### src/mbrs_pkg.sv
// Shared types, constants and the CRC-16 step function for the Modbus RTU register slave.
// Used by mbrs_ctrl, mbrs_dp and modbus_rtu_register_slave_core; depends on nothing else.
`timescale 1ns / 1ps
`default_nettype none

package mbrs_pkg;

   localparam int NUM_REGISTERS   = 10;
   localparam int MAX_FRAME_BYTES = 256;
   localparam int HEAD_LEN        = 8;

   localparam int IDX_W   = (NUM_REGISTERS > 1) ? $clog2(NUM_REGISTERS) : 1;
   localparam int CNT_W   = $clog2(NUM_REGISTERS + 1);
   localparam int COUNT_W = $clog2(MAX_FRAME_BYTES + 1);

   localparam logic [7:0]  FN_READ    = 8'h03;
   localparam logic [7:0]  FN_WRITE   = 8'h06;
   localparam logic [15:0] REG0_RESET = 16'd250;
   localparam logic [15:0] CRC_INIT   = 16'hFFFF;
   localparam logic [15:0] CRC_POLY   = 16'hA001;
   localparam logic [7:0]  ID_RESET   = 8'd1;

   typedef enum logic [1:0] {
      KIND_NONE,
      KIND_READ,
      KIND_WRITE
   } frame_kind_type;

   typedef enum logic [2:0] {
      SRC_ID,
      SRC_FUNC,
      SRC_BCNT,
      SRC_REG_HI,
      SRC_REG_LO,
      SRC_CRC_LO,
      SRC_CRC_HI,
      SRC_HEAD
   } byte_src_type;

   typedef struct packed {
      logic         take;
      logic         check;
      logic         load;
      byte_src_type src;
      logic         last;
      logic [2:0]   head_idx;
   } dp_cmd_type;

   typedef struct packed {
      logic             frame_done;
      frame_kind_type   kind;
      logic [CNT_W-1:0] word_count;
      logic             out_free;
   } dp_status_type;

   // One byte through the reflected CRC-16 (polynomial 0xA001).
   function automatic logic [15:0] crc_feed(input logic [15:0] crc, input logic [7:0] data);
      logic [15:0] c;
      c = crc ^ {8'h00, data};
      for (int k = 0; k < 8; k++) begin
         if (c[0]) begin
            c = (c >> 1) ^ CRC_POLY;
         end else begin
            c = c >> 1;
         end
      end
      return c;
   endfunction

endpackage

`default_nettype wire

### src/mbrs_dp.sv
// Datapath of the Modbus RTU register slave: request CRC, head bytes, register file,
// response CRC and the output register. Depends on mbrs_pkg.
`timescale 1ns / 1ps
`default_nettype none

module mbrs_dp (
   input  wire                    clock,
   input  wire                    reset,
   input  mbrs_pkg::dp_cmd_type   cmd,
   output mbrs_pkg::dp_status_type status,
   input  wire  [7:0]             req_tdata,
   input  wire                    req_tlast,
   input  wire                    csr_valid,
   input  wire  [7:0]             csr_data,
   input  wire                    rsp_tready,
   output logic                   rsp_tvalid,
   output logic [7:0]             rsp_tdata,
   output logic                   rsp_tlast
);

   localparam logic [mbrs_pkg::COUNT_W-1:0] LAST_POS =
      mbrs_pkg::COUNT_W'(mbrs_pkg::MAX_FRAME_BYTES - 1);
   localparam logic [mbrs_pkg::COUNT_W-1:0] HEAD_MIN = mbrs_pkg::COUNT_W'(mbrs_pkg::HEAD_LEN);

   logic [7:0]                     slave_id_ff;
   logic [15:0]                    crc_rx_ff, crc_rx_in;
   logic [mbrs_pkg::COUNT_W-1:0]   count_ff, count_in;
   logic [7:0]                     head_ff [mbrs_pkg::HEAD_LEN];
   logic [15:0]                    reg_file_ff [mbrs_pkg::NUM_REGISTERS];
   logic [mbrs_pkg::IDX_W-1:0]     rd_ptr_ff, rd_ptr_in;
   logic [15:0]                    crc_tx_ff, crc_tx_in;
   logic                           rsp_valid_ff, rsp_valid_in;
   logic [7:0]                     rsp_data_ff, rsp_data_in;
   logic                           rsp_last_ff, rsp_last_in;

   logic [15:0] addr, cnt, rd_word;
   logic [16:0] span;
   logic        len_ok, id_ok, crc_ok;
   logic [7:0]  tx_byte;
   mbrs_pkg::frame_kind_type kind;

   assign addr    = {head_ff[2], head_ff[3]};
   assign cnt     = {head_ff[4], head_ff[5]};
   assign span    = {1'b0, addr} + {1'b0, cnt};
   assign len_ok  = (count_ff >= HEAD_MIN);
   assign id_ok   = (head_ff[0] == slave_id_ff);
   assign crc_ok  = (crc_rx_ff == 16'h0000);
   assign rd_word = reg_file_ff[rd_ptr_ff];

   always_comb begin
      kind = mbrs_pkg::KIND_NONE;
      if (len_ok && id_ok && crc_ok) begin
         if (head_ff[1] == mbrs_pkg::FN_READ) begin
            if (span <= 17'(mbrs_pkg::NUM_REGISTERS)) begin
               kind = mbrs_pkg::KIND_READ;
            end
         end else if (head_ff[1] == mbrs_pkg::FN_WRITE) begin
            if (addr < 16'(mbrs_pkg::NUM_REGISTERS)) begin
               kind = mbrs_pkg::KIND_WRITE;
            end
         end
      end
   end

   always_comb begin
      case (cmd.src)
         mbrs_pkg::SRC_ID:     tx_byte = slave_id_ff;
         mbrs_pkg::SRC_FUNC:   tx_byte = mbrs_pkg::FN_READ;
         mbrs_pkg::SRC_BCNT:   tx_byte = {head_ff[5][6:0], 1'b0};
         mbrs_pkg::SRC_REG_HI: tx_byte = rd_word[15:8];
         mbrs_pkg::SRC_REG_LO: tx_byte = rd_word[7:0];
         mbrs_pkg::SRC_CRC_LO: tx_byte = crc_tx_ff[7:0];
         mbrs_pkg::SRC_CRC_HI: tx_byte = crc_tx_ff[15:8];
         mbrs_pkg::SRC_HEAD:   tx_byte = head_ff[cmd.head_idx];
         default:              tx_byte = slave_id_ff;
      endcase
   end

   always_comb begin
      crc_rx_in = crc_rx_ff;
      count_in  = count_ff;
      if (cmd.check) begin
         crc_rx_in = mbrs_pkg::CRC_INIT;
         count_in  = '0;
      end else if (cmd.take) begin
         crc_rx_in = mbrs_pkg::crc_feed(crc_rx_ff, req_tdata);
         count_in  = count_ff + 1'b1;
      end

      rd_ptr_in = rd_ptr_ff;
      crc_tx_in = crc_tx_ff;
      if (cmd.check) begin
         rd_ptr_in = head_ff[3][mbrs_pkg::IDX_W-1:0];
         crc_tx_in = mbrs_pkg::CRC_INIT;
      end else if (cmd.load) begin
         if (cmd.src == mbrs_pkg::SRC_REG_LO) begin
            rd_ptr_in = rd_ptr_ff + 1'b1;
         end
         if (cmd.src != mbrs_pkg::SRC_CRC_LO && cmd.src != mbrs_pkg::SRC_CRC_HI) begin
            crc_tx_in = mbrs_pkg::crc_feed(crc_tx_ff, tx_byte);
         end
      end

      rsp_data_in  = rsp_data_ff;
      rsp_last_in  = rsp_last_ff;
      rsp_valid_in = rsp_valid_ff && !rsp_tready;
      if (cmd.load) begin
         rsp_valid_in = 1'b1;
         rsp_data_in  = tx_byte;
         rsp_last_in  = cmd.last;
      end
   end

   always_ff @(posedge clock) begin
      if (reset) begin
         slave_id_ff  <= mbrs_pkg::ID_RESET;
         crc_rx_ff    <= mbrs_pkg::CRC_INIT;
         count_ff     <= '0;
         rsp_valid_ff <= 1'b0;
         for (int i = 0; i < mbrs_pkg::NUM_REGISTERS; i++) begin
            reg_file_ff[i] <= (i == 0) ? mbrs_pkg::REG0_RESET : 16'h0000;
         end
      end else begin
         if (csr_valid) begin
            slave_id_ff <= csr_data;
         end
         crc_rx_ff    <= crc_rx_in;
         count_ff     <= count_in;
         rsp_valid_ff <= rsp_valid_in;
         if (cmd.check && kind == mbrs_pkg::KIND_WRITE) begin
            reg_file_ff[head_ff[3][mbrs_pkg::IDX_W-1:0]] <= cnt;
         end
      end
   end

   always_ff @(posedge clock) begin
      if (cmd.take && count_ff < HEAD_MIN) begin
         head_ff[count_ff[2:0]] <= req_tdata;
      end
      rd_ptr_ff   <= rd_ptr_in;
      crc_tx_ff   <= crc_tx_in;
      rsp_data_ff <= rsp_data_in;
      rsp_last_ff <= rsp_last_in;
   end

   assign status.frame_done = cmd.take && (req_tlast || count_ff == LAST_POS);
   assign status.kind       = kind;
   assign status.word_count = head_ff[5][mbrs_pkg::CNT_W-1:0];
   assign status.out_free   = !rsp_valid_ff || rsp_tready;

   assign rsp_tvalid = rsp_valid_ff;
   assign rsp_tdata  = rsp_data_ff;
   assign rsp_tlast  = rsp_last_ff;

   a_load_needs_room: assert property (@(posedge clock) disable iff (reset)
      cmd.load |-> (!rsp_valid_ff || rsp_tready))
      else $error("response byte loaded over an untaken byte");

   a_no_take_in_check: assert property (@(posedge clock) disable iff (reset)
      cmd.check |-> !cmd.take)
      else $error("request byte taken during frame check");

   a_count_bounded: assert property (@(posedge clock) disable iff (reset)
      cmd.take |-> (count_ff <= LAST_POS))
      else $error("frame byte count ran past the frame limit");

endmodule

`default_nettype wire

### src/mbrs_ctrl.sv
// Controller of the Modbus RTU register slave: collects frames, checks them and
// sequences the response bytes. Depends on mbrs_pkg.
`timescale 1ns / 1ps
`default_nettype none

module mbrs_ctrl (
   input  wire                     clock,
   input  wire                     reset,
   input  wire                     req_tvalid,
   output logic                    req_tready,
   input  mbrs_pkg::dp_status_type status,
   output mbrs_pkg::dp_cmd_type    cmd
);

   typedef enum logic [2:0] {
      ST_COLLECT,
      ST_CHECK,
      ST_HEAD,
      ST_DATA,
      ST_CRC,
      ST_ECHO
   } state_type;

   state_type                  state_ff, state_in;
   logic [2:0]                 pos_ff, pos_in;
   logic                       low_ff, low_in;
   logic [mbrs_pkg::CNT_W-1:0] words_ff, words_in;

   always_comb begin
      state_in     = state_ff;
      pos_in       = pos_ff;
      low_in       = low_ff;
      words_in     = words_ff;
      cmd.take     = 1'b0;
      cmd.check    = 1'b0;
      cmd.load     = 1'b0;
      cmd.src      = mbrs_pkg::SRC_ID;
      cmd.last     = 1'b0;
      cmd.head_idx = pos_ff;

      unique case (state_ff)
         ST_COLLECT: begin
            cmd.take = req_tvalid;
            if (status.frame_done) begin
               state_in = ST_CHECK;
            end
         end
         ST_CHECK: begin
            cmd.check = 1'b1;
            pos_in    = '0;
            low_in    = 1'b0;
            words_in  = status.word_count;
            unique case (status.kind)
               mbrs_pkg::KIND_READ:  state_in = ST_HEAD;
               mbrs_pkg::KIND_WRITE: state_in = ST_ECHO;
               default:              state_in = ST_COLLECT;
            endcase
         end
         ST_HEAD: begin
            unique case (pos_ff)
               3'd0:    cmd.src = mbrs_pkg::SRC_ID;
               3'd1:    cmd.src = mbrs_pkg::SRC_FUNC;
               default: cmd.src = mbrs_pkg::SRC_BCNT;
            endcase
            if (status.out_free) begin
               cmd.load = 1'b1;
               pos_in   = pos_ff + 1'b1;
               if (pos_ff == 3'd2) begin
                  pos_in   = '0;
                  state_in = (words_ff == '0) ? ST_CRC : ST_DATA;
               end
            end
         end
         ST_DATA: begin
            cmd.src = low_ff ? mbrs_pkg::SRC_REG_LO : mbrs_pkg::SRC_REG_HI;
            if (status.out_free) begin
               cmd.load = 1'b1;
               low_in   = !low_ff;
               if (low_ff) begin
                  words_in = words_ff - 1'b1;
                  if (words_ff == mbrs_pkg::CNT_W'(1)) begin
                     state_in = ST_CRC;
                  end
               end
            end
         end
         ST_CRC: begin
            cmd.src  = pos_ff[0] ? mbrs_pkg::SRC_CRC_HI : mbrs_pkg::SRC_CRC_LO;
            cmd.last = pos_ff[0];
            if (status.out_free) begin
               cmd.load = 1'b1;
               pos_in   = pos_ff + 1'b1;
               if (pos_ff[0]) begin
                  state_in = ST_COLLECT;
               end
            end
         end
         ST_ECHO: begin
            cmd.src  = mbrs_pkg::SRC_HEAD;
            cmd.last = (pos_ff == 3'(mbrs_pkg::HEAD_LEN - 1));
            if (status.out_free) begin
               cmd.load = 1'b1;
               pos_in   = pos_ff + 1'b1;
               if (pos_ff == 3'(mbrs_pkg::HEAD_LEN - 1)) begin
                  state_in = ST_COLLECT;
               end
            end
         end
         default: state_in = ST_COLLECT;
      endcase
   end

   assign req_tready = (state_ff == ST_COLLECT);

   always_ff @(posedge clock) begin
      if (reset) begin
         state_ff <= ST_COLLECT;
         pos_ff   <= '0;
         low_ff   <= 1'b0;
         words_ff <= '0;
      end else begin
         state_ff <= state_in;
         pos_ff   <= pos_in;
         low_ff   <= low_in;
         words_ff <= words_in;
      end
   end

   a_check_one_cycle: assert property (@(posedge clock) disable iff (reset)
      (state_ff == ST_CHECK) |=> (state_ff != ST_CHECK))
      else $error("frame check held for more than one cycle");

   a_check_after_end: assert property (@(posedge clock) disable iff (reset)
      (state_ff == ST_COLLECT && status.frame_done) |=> (state_ff == ST_CHECK))
      else $error("frame end did not start a frame check");

   a_data_has_words: assert property (@(posedge clock) disable iff (reset)
      (state_ff == ST_DATA) |-> (words_ff != '0))
      else $error("register data sent with no words left");

endmodule

`default_nettype wire

### src/modbus_rtu_register_slave_core.sv
// After the frame's last byte the controller passes through a check state, and then loads
// the first response byte into the output register as soon as that register is free.
// Throughput: one request byte per cycle while collecting; response bytes go out one per
// cycle while rsp_tready is high, from 0 bytes up to 25 (read) or 8 (write echo).
// No request byte is taken from frame end until the last response byte is loaded.
// Reset is synchronous: slave id 1, register 0 holds 250, all others 0, empty frame.
`timescale 1ns / 1ps
`default_nettype none

// Top level of the Modbus RTU slave with a holding-register file.
// Instantiates mbrs_ctrl and mbrs_dp; uses mbrs_pkg.
module modbus_rtu_register_slave_core (
   input  wire        clock,
   input  wire        reset,
   // Request byte stream.
   input  wire        req_tvalid,
   output logic       req_tready,
   input  wire  [7:0] req_tdata,   // [7:0] rx_byte
   input  wire        req_tlast,   // frame_end
   // Response byte stream.
   output logic       rsp_tvalid,
   input  wire        rsp_tready,
   output logic [7:0] rsp_tdata,   // [7:0] tx_byte
   output logic       rsp_tlast,   // tx_last
   // Slave id register write channel.
   input  wire        csr_valid,
   output logic       csr_ready,
   input  wire  [7:0] csr_data     // [7:0] slave_id
);

   mbrs_pkg::dp_cmd_type    cmd;
   mbrs_pkg::dp_status_type status;

   // The slave id register can be written in any cycle, so every write transfer is taken
   // at once. Writes are only expected while no frame is in flight.
   assign csr_ready = 1'b1;

   // The controller walks through collect, check and the response phases. While it
   // collects, each request transfer updates the running CRC and the head bytes in the
   // datapath. A frame ends on tlast or when its 256th byte arrives.
   mbrs_ctrl u_ctrl (
      .clock      (clock),
      .reset      (reset),
      .req_tvalid (req_tvalid),
      .req_tready (req_tready),
      .status     (status),
      .cmd        (cmd)
   );

   // The datapath holds the frame state, the register file and a one-deep output register.
   // The output register lets the controller finish a response and take the next request
   // while the final response byte still waits for its transfer.
   mbrs_dp u_dp (
      .clock      (clock),
      .reset      (reset),
      .cmd        (cmd),
      .status     (status),
      .req_tdata  (req_tdata),
      .req_tlast  (req_tlast),
      .csr_valid  (csr_valid),
      .csr_data   (csr_data),
      .rsp_tready (rsp_tready),
      .rsp_tvalid (rsp_tvalid),
      .rsp_tdata  (rsp_tdata),
      .rsp_tlast  (rsp_tlast)
   );

endmodule

`default_nettype wire

### config.mk
export PLATFORM = sky130hd
export DESIGN_NAME = modbus_rtu_register_slave_core
export DESIGN_NICKNAME = d
export VERILOG_FILES = /design/src/mbrs_pkg.sv /design/src/mbrs_dp.sv /design/src/mbrs_ctrl.sv /design/src/modbus_rtu_register_slave_core.sv
export SDC_FILE = /design/constraint.sdc
export NUM_CORES = 1
export LEC_CHECK = 0
export BUFFER_PORTS_ARGS = -buffer_cell sky130_fd_sc_hd__buf_2
export CORE_UTILIZATION = 58
export DETAILED_ROUTE_END_ITERATION = 16
export GPL_TIMING_DRIVEN = 0
export PLACE_DENSITY = 0.83
export SLEW_MARGIN = 20
export SYNTH_ARGS = -nofsm -noshare
export SYNTH_HDL_FRONTEND = slang
export SYNTH_SLANG_ARGS = --single-unit
### constraint.sdc
create_clock -name clock -period 7.1 [get_ports clock]
set_clock_uncertainty 0.15 [all_clocks]
set_input_delay 0.355 -clock clock [delete_from_list [all_inputs] [get_ports clock]]
set_output_delay 0.355 -clock clock [all_outputs]
set_load 0.1 [all_outputs]
==> run summary, run 1 <==
Sw Share = 24.2%
Tcrit/Tclk final = 68.0%
Via density = 6.38
Max cap viols = 0
Top post-synthesis cells by area = edfxtp_1 55%, mux4_2 9.2%, dfxtp_1 7.5%
TNS Setup = 0 ns
Initial Utilization = 59.2%
CTS HTree Levels = 2
Worst Setup Path Type = reg -> reg
Routed Antenna Nets = 0
# hold bufs at CTS = 8
Post-layout util = 67.3%
Yosys top cell by area = edfxtp_1
CP Capture Type = flop
FFs w/ async S/R, synth = 0%
Total number of vias = 12300
Rows = 64
DRC = 0
Cells after synthesis = 1320
Overflow after GRT = 0
Mean Syn Cell Area = 13.8 um2
Final min period = 4.83 ns
Post-synth cell types = 85
Critical path cell sequence = nor4_1 > nand4_1 > or4_1 > or2_1 > clkbuf_1 > nor4_1 > nand3_1 > nand2b_1
Post-synth EDFFs = 333
RSZ-0062 raised after global routing = no
Type of the most critical hold path = in -> reg
FF+latch area = 11400 um2
# diodes = 0
Routed len/inst = 25.3 um
PD cells = 274 nW/um2
CP Data Required Time = 7.10 ns
Leakage power = 7.32 nW
Slowest CP cell = nand2b_1
Dpl ws = 2.53 ns
Largest net degree at the start of global routing = 17
Share of the synthesized area in the top cell type = 55.1%
P_sw = 0.00137 W
Multi-input logic area = 6590 um2
CP arrival = 4.83 ns
Final WL = 48.6 mm
CTS tree = done
Initial DRT Pass Iterations = 6
Ratio of cells with drive above 1 in the final layout = 15.1%
Combinational share of power = 13.2%
Detailed placement HPWL = 32.2 mm
FILL cells = 2060
Die area = 32000 um2
Synth cell count leaders = 333 x edfxtp_1, 192 x nor2_1, 107 x nand2_1, 74 x mux4_2, 68 x dfxtp_1
Clock power frac = 38.6%
Clock tree buffer depth = 3
Global-route wire length before repair = 71.9 mm
Initial antenna violation count = 1
CTS buffer count = 41
Count of state elements after synthesis = 401
Vias in the first global route = 12000
Synth warnings = 0
Root buffer cell = clkbuf_16
Pins Over Slew Limit = 0
Post_cts resized = 0
Die height = 179 um
Transition time of the tightest slew-check pin = 1.13 ns
Internal Pwr Total = 0.00428 W
Post-route cell area = 20600 um2
Tot GR Track Use = 31.3%
Status = completed
Fmax = 207 MHz
Core area = 30700 um2
# clock sinks = 401
Sequential area share after synthesis = 62.6%
Placed instance area = 19200 um2
Final nets = 1547
Register share of total power = 48.1%
P&R area growth vs syn = 13.6%
Post-Syn Area = 18200 um2
VDD IR-drop max = 209 uV
Clock latency on the worst-skew pair = 0.54 ns
Setup violations, final = 0
Critical Path Most Common Cell = nor4_1
Post-CTS Setup Inserts = 0
Max_slew headroom = 24.6%
Ports = 34
GPL Wtd Cong = 0.958
Count of buffers from port buffering = 30
Post-route worst setup slack = 2.27 ns
Critical path's largest stage delay = 0.95 ns
Die width = 179 um
Most common cell in the netlist = edfxtp_1
Worst Setup Start Kind = flop
First DRT Iteration DRCs = 1516
Worst-path clk slew = 0.06 ns
Top FF cell, synth = edfxtp_1
Worst-path maximum fanout = 16
Final hold viol count = 0
[worst max-delay path, delay by kind of cell, from the launching register on]
kind / cells / cell delay, ns
buffers and inverters: 1 / 0.19
flip-flops: 1 / 0.33
AND/OR/NAND/NOR: 7 / 3.77
[placed cells by master (no fill, tap or decap), types with 9 or more instances in the layout]
cell type,netlist,routed
nor3_1,19,16
dfxtp_1,68,68
inv_1,46,46
buf_2,15,45
o211ai_1,23,23
o22ai_1,13,13
clkbuf_16,0,44
mux2i_1,26,26
nor2_1,192,192
buf_6,10,10
xor2_1,17,17
clkbuf_1,32,39
ha_1,28,28
edfxtp_1,333,333
nand2b_1,19,17
nand2_1,107,107
xnor2_1,38,38
mux4_2,74,74
o21ai_0,26,26
nand3_1,29,29
or3_1,9,9
nor4_1,14,14
conb_1,2,97
a21oi_1,36,36
[power by group through the flow]
stage / logic (W) / registers, W / clock network (W)
6_report: 0.000746 / 0.00272 / 0.00218
5_1_grt: 0.000789 / 0.00272 / 0.00228
4_1_cts: 0.000732 / 0.00271 / 0.00218
3_5_place_dp: 0.000718 / 0.00276 / 0
3_3_place_gp: 0.000703 / 0.00275 / 0
2_1_floorplan: 0.000537 / 0.00274 / 0
[path summary, 6_finish.rpt]
path,slack [ns],endpoint,from,cells after the start
min,0.008,u_dp.head_ff[2][7]$_DFFE_PP_,req_tdata[7],1
min reg2reg,0.34,u_dp.crc_tx_ff[2]$_SDFFE_PP1P_,u_dp.crc_tx_ff[10]$_SDFFE_PP1P_,2
max reg2reg,2.27,u_dp.reg_file_ff[3][8]$_SDFFCE_PN0P_,u_dp.crc_rx_ff[2]$_SDFFE_PP1P_,8
max,2.27,u_dp.reg_file_ff[3][8]$_SDFFCE_PN0P_,u_dp.crc_rx_ff[2]$_SDFFE_PP1P_,8
[routing by layer]
layer / wire length, um / vias up / share of wire [%] / GRT usage (%)
met1: 17100 / 5978 / 35 / 39.7
met2: 22900 / 922 / 47 / 50.1
met3: 6020 / 176 / 12 / 7.78
met4: 2540 / 2 / 5.2 / 15.8
li1: - / 5205 / - / -
met5: 13 / - / 0.027 / 0
[sequential cells by signal, summed over array words and instances, names as in the netlist, named ones only]
name / flops
u_dp.reg_file_ff: 256
u_dp.head_ff: 64
u_dp.crc_rx_ff: 16
u_dp.crc_tx_ff: 16
u_dp.count_ff: 9
u_dp.rsp_tdata: 8
u_dp.slave_id_ff: 8
u_ctrl.words_ff: 4
u_dp.rd_ptr_ff: 4
u_ctrl.pos_ff: 3
u_ctrl.state_ff: 3
u_ctrl.low_ff: 1
u_dp.rsp_tlast: 1
u_dp.rsp_tvalid: 1
[layout make-up]
type,instances,share of cell area [%]
Sequential cell,401,55.1
Tap cell,396,2.40
Clock inverter,22,1.01
Clock buffer,53,5.60
Buffer,68,2.01
Multi-Input combinational cell,900,31.9
Timing Repair Buffer,38,1.12
Inverter,46,0.837
[stage by stage]
| step | hold slack (ns) | cells | power [W] |
|---|---|---|---|
| after floorplan | 0.304 | 1415 | 0.00327 |
| after global placement | 0.327 | 1841 | 0.00345 |
| after detailed placement | 0.339 | 1841 | 0.00348 |
| after CTS | 0.00241 | 1924 | 0.00563 |
| after global routing | 0.00908 | 1924 | 0.00579 |
| final | 0.00840 | 1924 | 0.00564 |
[cells by family (layout without fill, tap and decap cells)]
kind of cell | Yosys count | count (layout) | synth area share (%)
and+or+nand+nor | 443 | 443 | 11.2
DFF | 401 | 401 | 62.6
AOI/OAI and AO/OA | 158 | 158 | 5.91
buffers and inverters | 114 | 227 | 3.24
muxes | 111 | 111 | 11.5
xor gates and xnor gates | 62 | 62 | 3.46
adders and majority gates | 29 | 29 | 2.04
other | 2 | 97 | 0.0413
Note: power is estimated with default switching activity, not from simulation.
==> run 2, diff against run 1 <==
CORE_UTILIZATION = 57   (was 58)
PLACE_DENSITY = 0.85   (was 0.83)
clock period = 4.1 ns   (was 7.1 ns; I/O delays follow)
==> run 2 against run 1 <==
Non-clock buffer count increased by 12. First-iteration DRC count increased by 18%. Via count increased by 1.5%. Register-to-register slack got worse by 2.2 ns. Core utilization about the same. Clock power increased by 64%. Sequential share of layout area decreased by 0.53 points. Critical path depth increased by 3. Flip-flop and latch count unchanged. Global-route usage decreased by 1.0 points. Critical endpoint is now u_dp.crc_tx_ff[0]$_SDFFE_PP1P_. Largest power group unchanged.
==> run summary, run 2 (synthesis gave the netlist of run 1 again) <==
Status = completed
Initial antenna violation count = 0 (-1)
Tcrit/Tclk final = 99.1% (+31 points)
Final hold slack = 0.0373 ns (+0.0289 ns)
Rows = 64 (unchanged)
Initial Utilization = 58.6% (-0.61 points)
Ports = 34 (unchanged)
Family with the most delay on the worst path = XOR/XNOR gates
Pins Over Slew Limit = 0 (unchanged)
CP Capture Type = flop
Slowest CP cell = dfxtp_1
Final hold viol count = 0 (unchanged)
Buffers and inverters on the worst path = 3 (+2)
GPL Wtd Cong = 0.959 (about the same)
Reg with most FFs = u_dp.reg_file_ff
Worst Setup Start Kind = flop
Critical Path Most Common Cell = buf_2
Worst-path clk slew = 0.06 ns (about the same)
Tot Pwr = 0.00961 W (+70%)
Clock latency on the worst-skew pair = 0.55 ns (about the same)
Wire length on met3 = 5.89 mm (-2.1%)
CTS tree = done
Transition time of the tightest slew-check pin = 1.03 ns (-0.103 ns)
Met2 wire length = 23.0 mm (+0.44%)
Final WL = 49.1 mm (+1.0%)
Fmax = 246 MHz (+19%)
Worst Setup Path Type = reg -> reg
# clock sinks = 401 (unchanged)
P&R area growth vs syn = 14.7%
DRC = 0 (unchanged)
Root buffer cell = clkbuf_16
Vias in the first global route = 12100 (+0.88%)
Most frequent cells in the layout = 333 x edfxtp_1, 191 x nor2_1, 107 x nand2_1
Uppermost layer routed = met4
CTS HTree Levels = 2 (unchanged)
Leakage power = 7.41 nW (+1.2%)
Clock tree buffer depth = 3 (unchanged)
Most common cell after layout, fill and taps aside = edfxtp_1
First DRT Iteration DRCs = 1796 (+18%)
Critical path's largest stage delay = 0.51 ns (-0.44 ns)
Worst-path maximum fanout = 10 (-6)
Initial DRT Pass Iterations = 6 (unchanged)
Via density = 6.45 (+1.1%)
VDD IR-drop max = 391 uV (+87%)
CP arrival = 4.38 ns (-0.45 ns)
Max cap viols = 0 (unchanged)
Worst R2R Setup Slack = 0.04 ns (-2.23 ns)
Setup violations, final = 0 (unchanged)
Critical path cell sequence = buf_2 > buf_2 > clkbuf_2 > nand3_1 > a31oi_1 > o22a_2 > xnor2_2 > xor2_1 > xor3_2 > xnor3_1 > o21ai_1
Met1 Routed Length = 17.6 mm (+2.9%)
Detailed placement HPWL = 32.6 mm (+1.3%)
Final nets = 1559 (+0.78%)
Count of buffers from port buffering = 30 (unchanged)
Final min period = 4.06 ns (-0.768 ns)
# diodes = 0 (unchanged)
Total number of vias = 12500 (+1.5%)
CP Data Required Time = 4.42 ns (-2.68 ns)
Core area = 31000 um2 (+1.0%)
Routed Antenna Nets = 0 (unchanged)
Max_slew headroom = 30.9% (+6.3 points)
Die width = 181 um (+0.86%)
Ratio of cells with drive above 1 in the final layout = 17.1% (+2.0 points)
Tot GR Track Use = 30.3% (-1.0 points)
Largest register FFs = 256 (unchanged)
Largest net degree at the start of global routing = 17 (unchanged)
Overflow after GRT = 0 (unchanged)
Routed len/inst = 25.4 um (+0.62%)
PD cells = 461 nW/um2 (+69%)
Global-route wire length before repair = 72.9 mm (+1.4%)
CTS buffer count = 41 (unchanged)
Die height = 181 um (+0.86%)
Type of the most critical hold path = in -> reg
Die area = 32600 um2 (+1.7%)
==> run 2: worst paths after layout <==
kind	startpoint	end	depth (start not counted)
min	req_tvalid	u_dp.count_ff[3]$_SDFFE_PP0P_	5
min reg2reg	u_dp.crc_rx_ff[1]$_SDFFE_PP1P_	u_dp.crc_rx_ff[1]$_SDFFE_PP1P_	2
max	flop	u_dp.crc_tx_ff[0]$_SDFFE_PP1P_	11
max reg2reg	flop	u_dp.crc_tx_ff[0]$_SDFFE_PP1P_	11
==> run 2: power breakdown <==
part / switching [W] / leakage (nW) / internal, W
clock: 0.00154 / 0.621 / 0.00203
sequential: 0.000108 / 3.70 / 0.00460
combinational: 0.000747 / 3.08 / 0.000583
==> run 2: routing by layer <==
layer,vias to the layer above,GRT usage [%]
met4,0,16.0
met5,-,0
met2,945,47.9
met1,6125,39.3
li1,5221,-
met3,174,6.87
==> run 2: metrics by stage <==
step | TNS, ns | area (um2) | worst slack (ns) | util (%) | std cells
after floorplan | 0 | 18500 | 0.275 | - | 1415
after global placement | -49.98 | 19200 | -0.629 | 61.9 | 1841
after detailed placement | -58.96 | 19200 | -0.723 | 61.9 | 1841
after CTS | -0.00772 | 20700 | -0.00772 | 66.7 | 1929
after global routing | -0.133 | 20800 | -0.0826 | 67.2 | 1932
final | 0 | 20800 | 0.0376 | 67.2 | 1932
==> run 2: layout make-up <==
type | count | area, um2
plain buffers | 68 | 429
fillers | 2040 | 10200
clock inverters | 25 | 194
repair buffers | 50 | 343
clock buffers | 46 | 1050
multi-input cells | 900 | 6780
flip-flops and latches | 401 | 11400
inverters | 46 | 173
well taps | 396 | 495
==> run 2: worst reg2reg max path, delay by kind of cell (launching register included) <==
kind	cells	cell delay, ns
and+or+nand+nor	1	0.13
buffers and inverters	3	1.07
AOI/OAI and AO/OA	3	0.89
xor gates and xnor gates	4	1.26
DFF	1	0.51
==> run 2: repair_timing <==
item,in CTS,in global routing
hold buffers,17,0
setup buffers,0,3
gates resized for setup,22,31
hold endpoints to repair,73,0
pin swaps,0,3
endpoints found under the setup margin,154,226
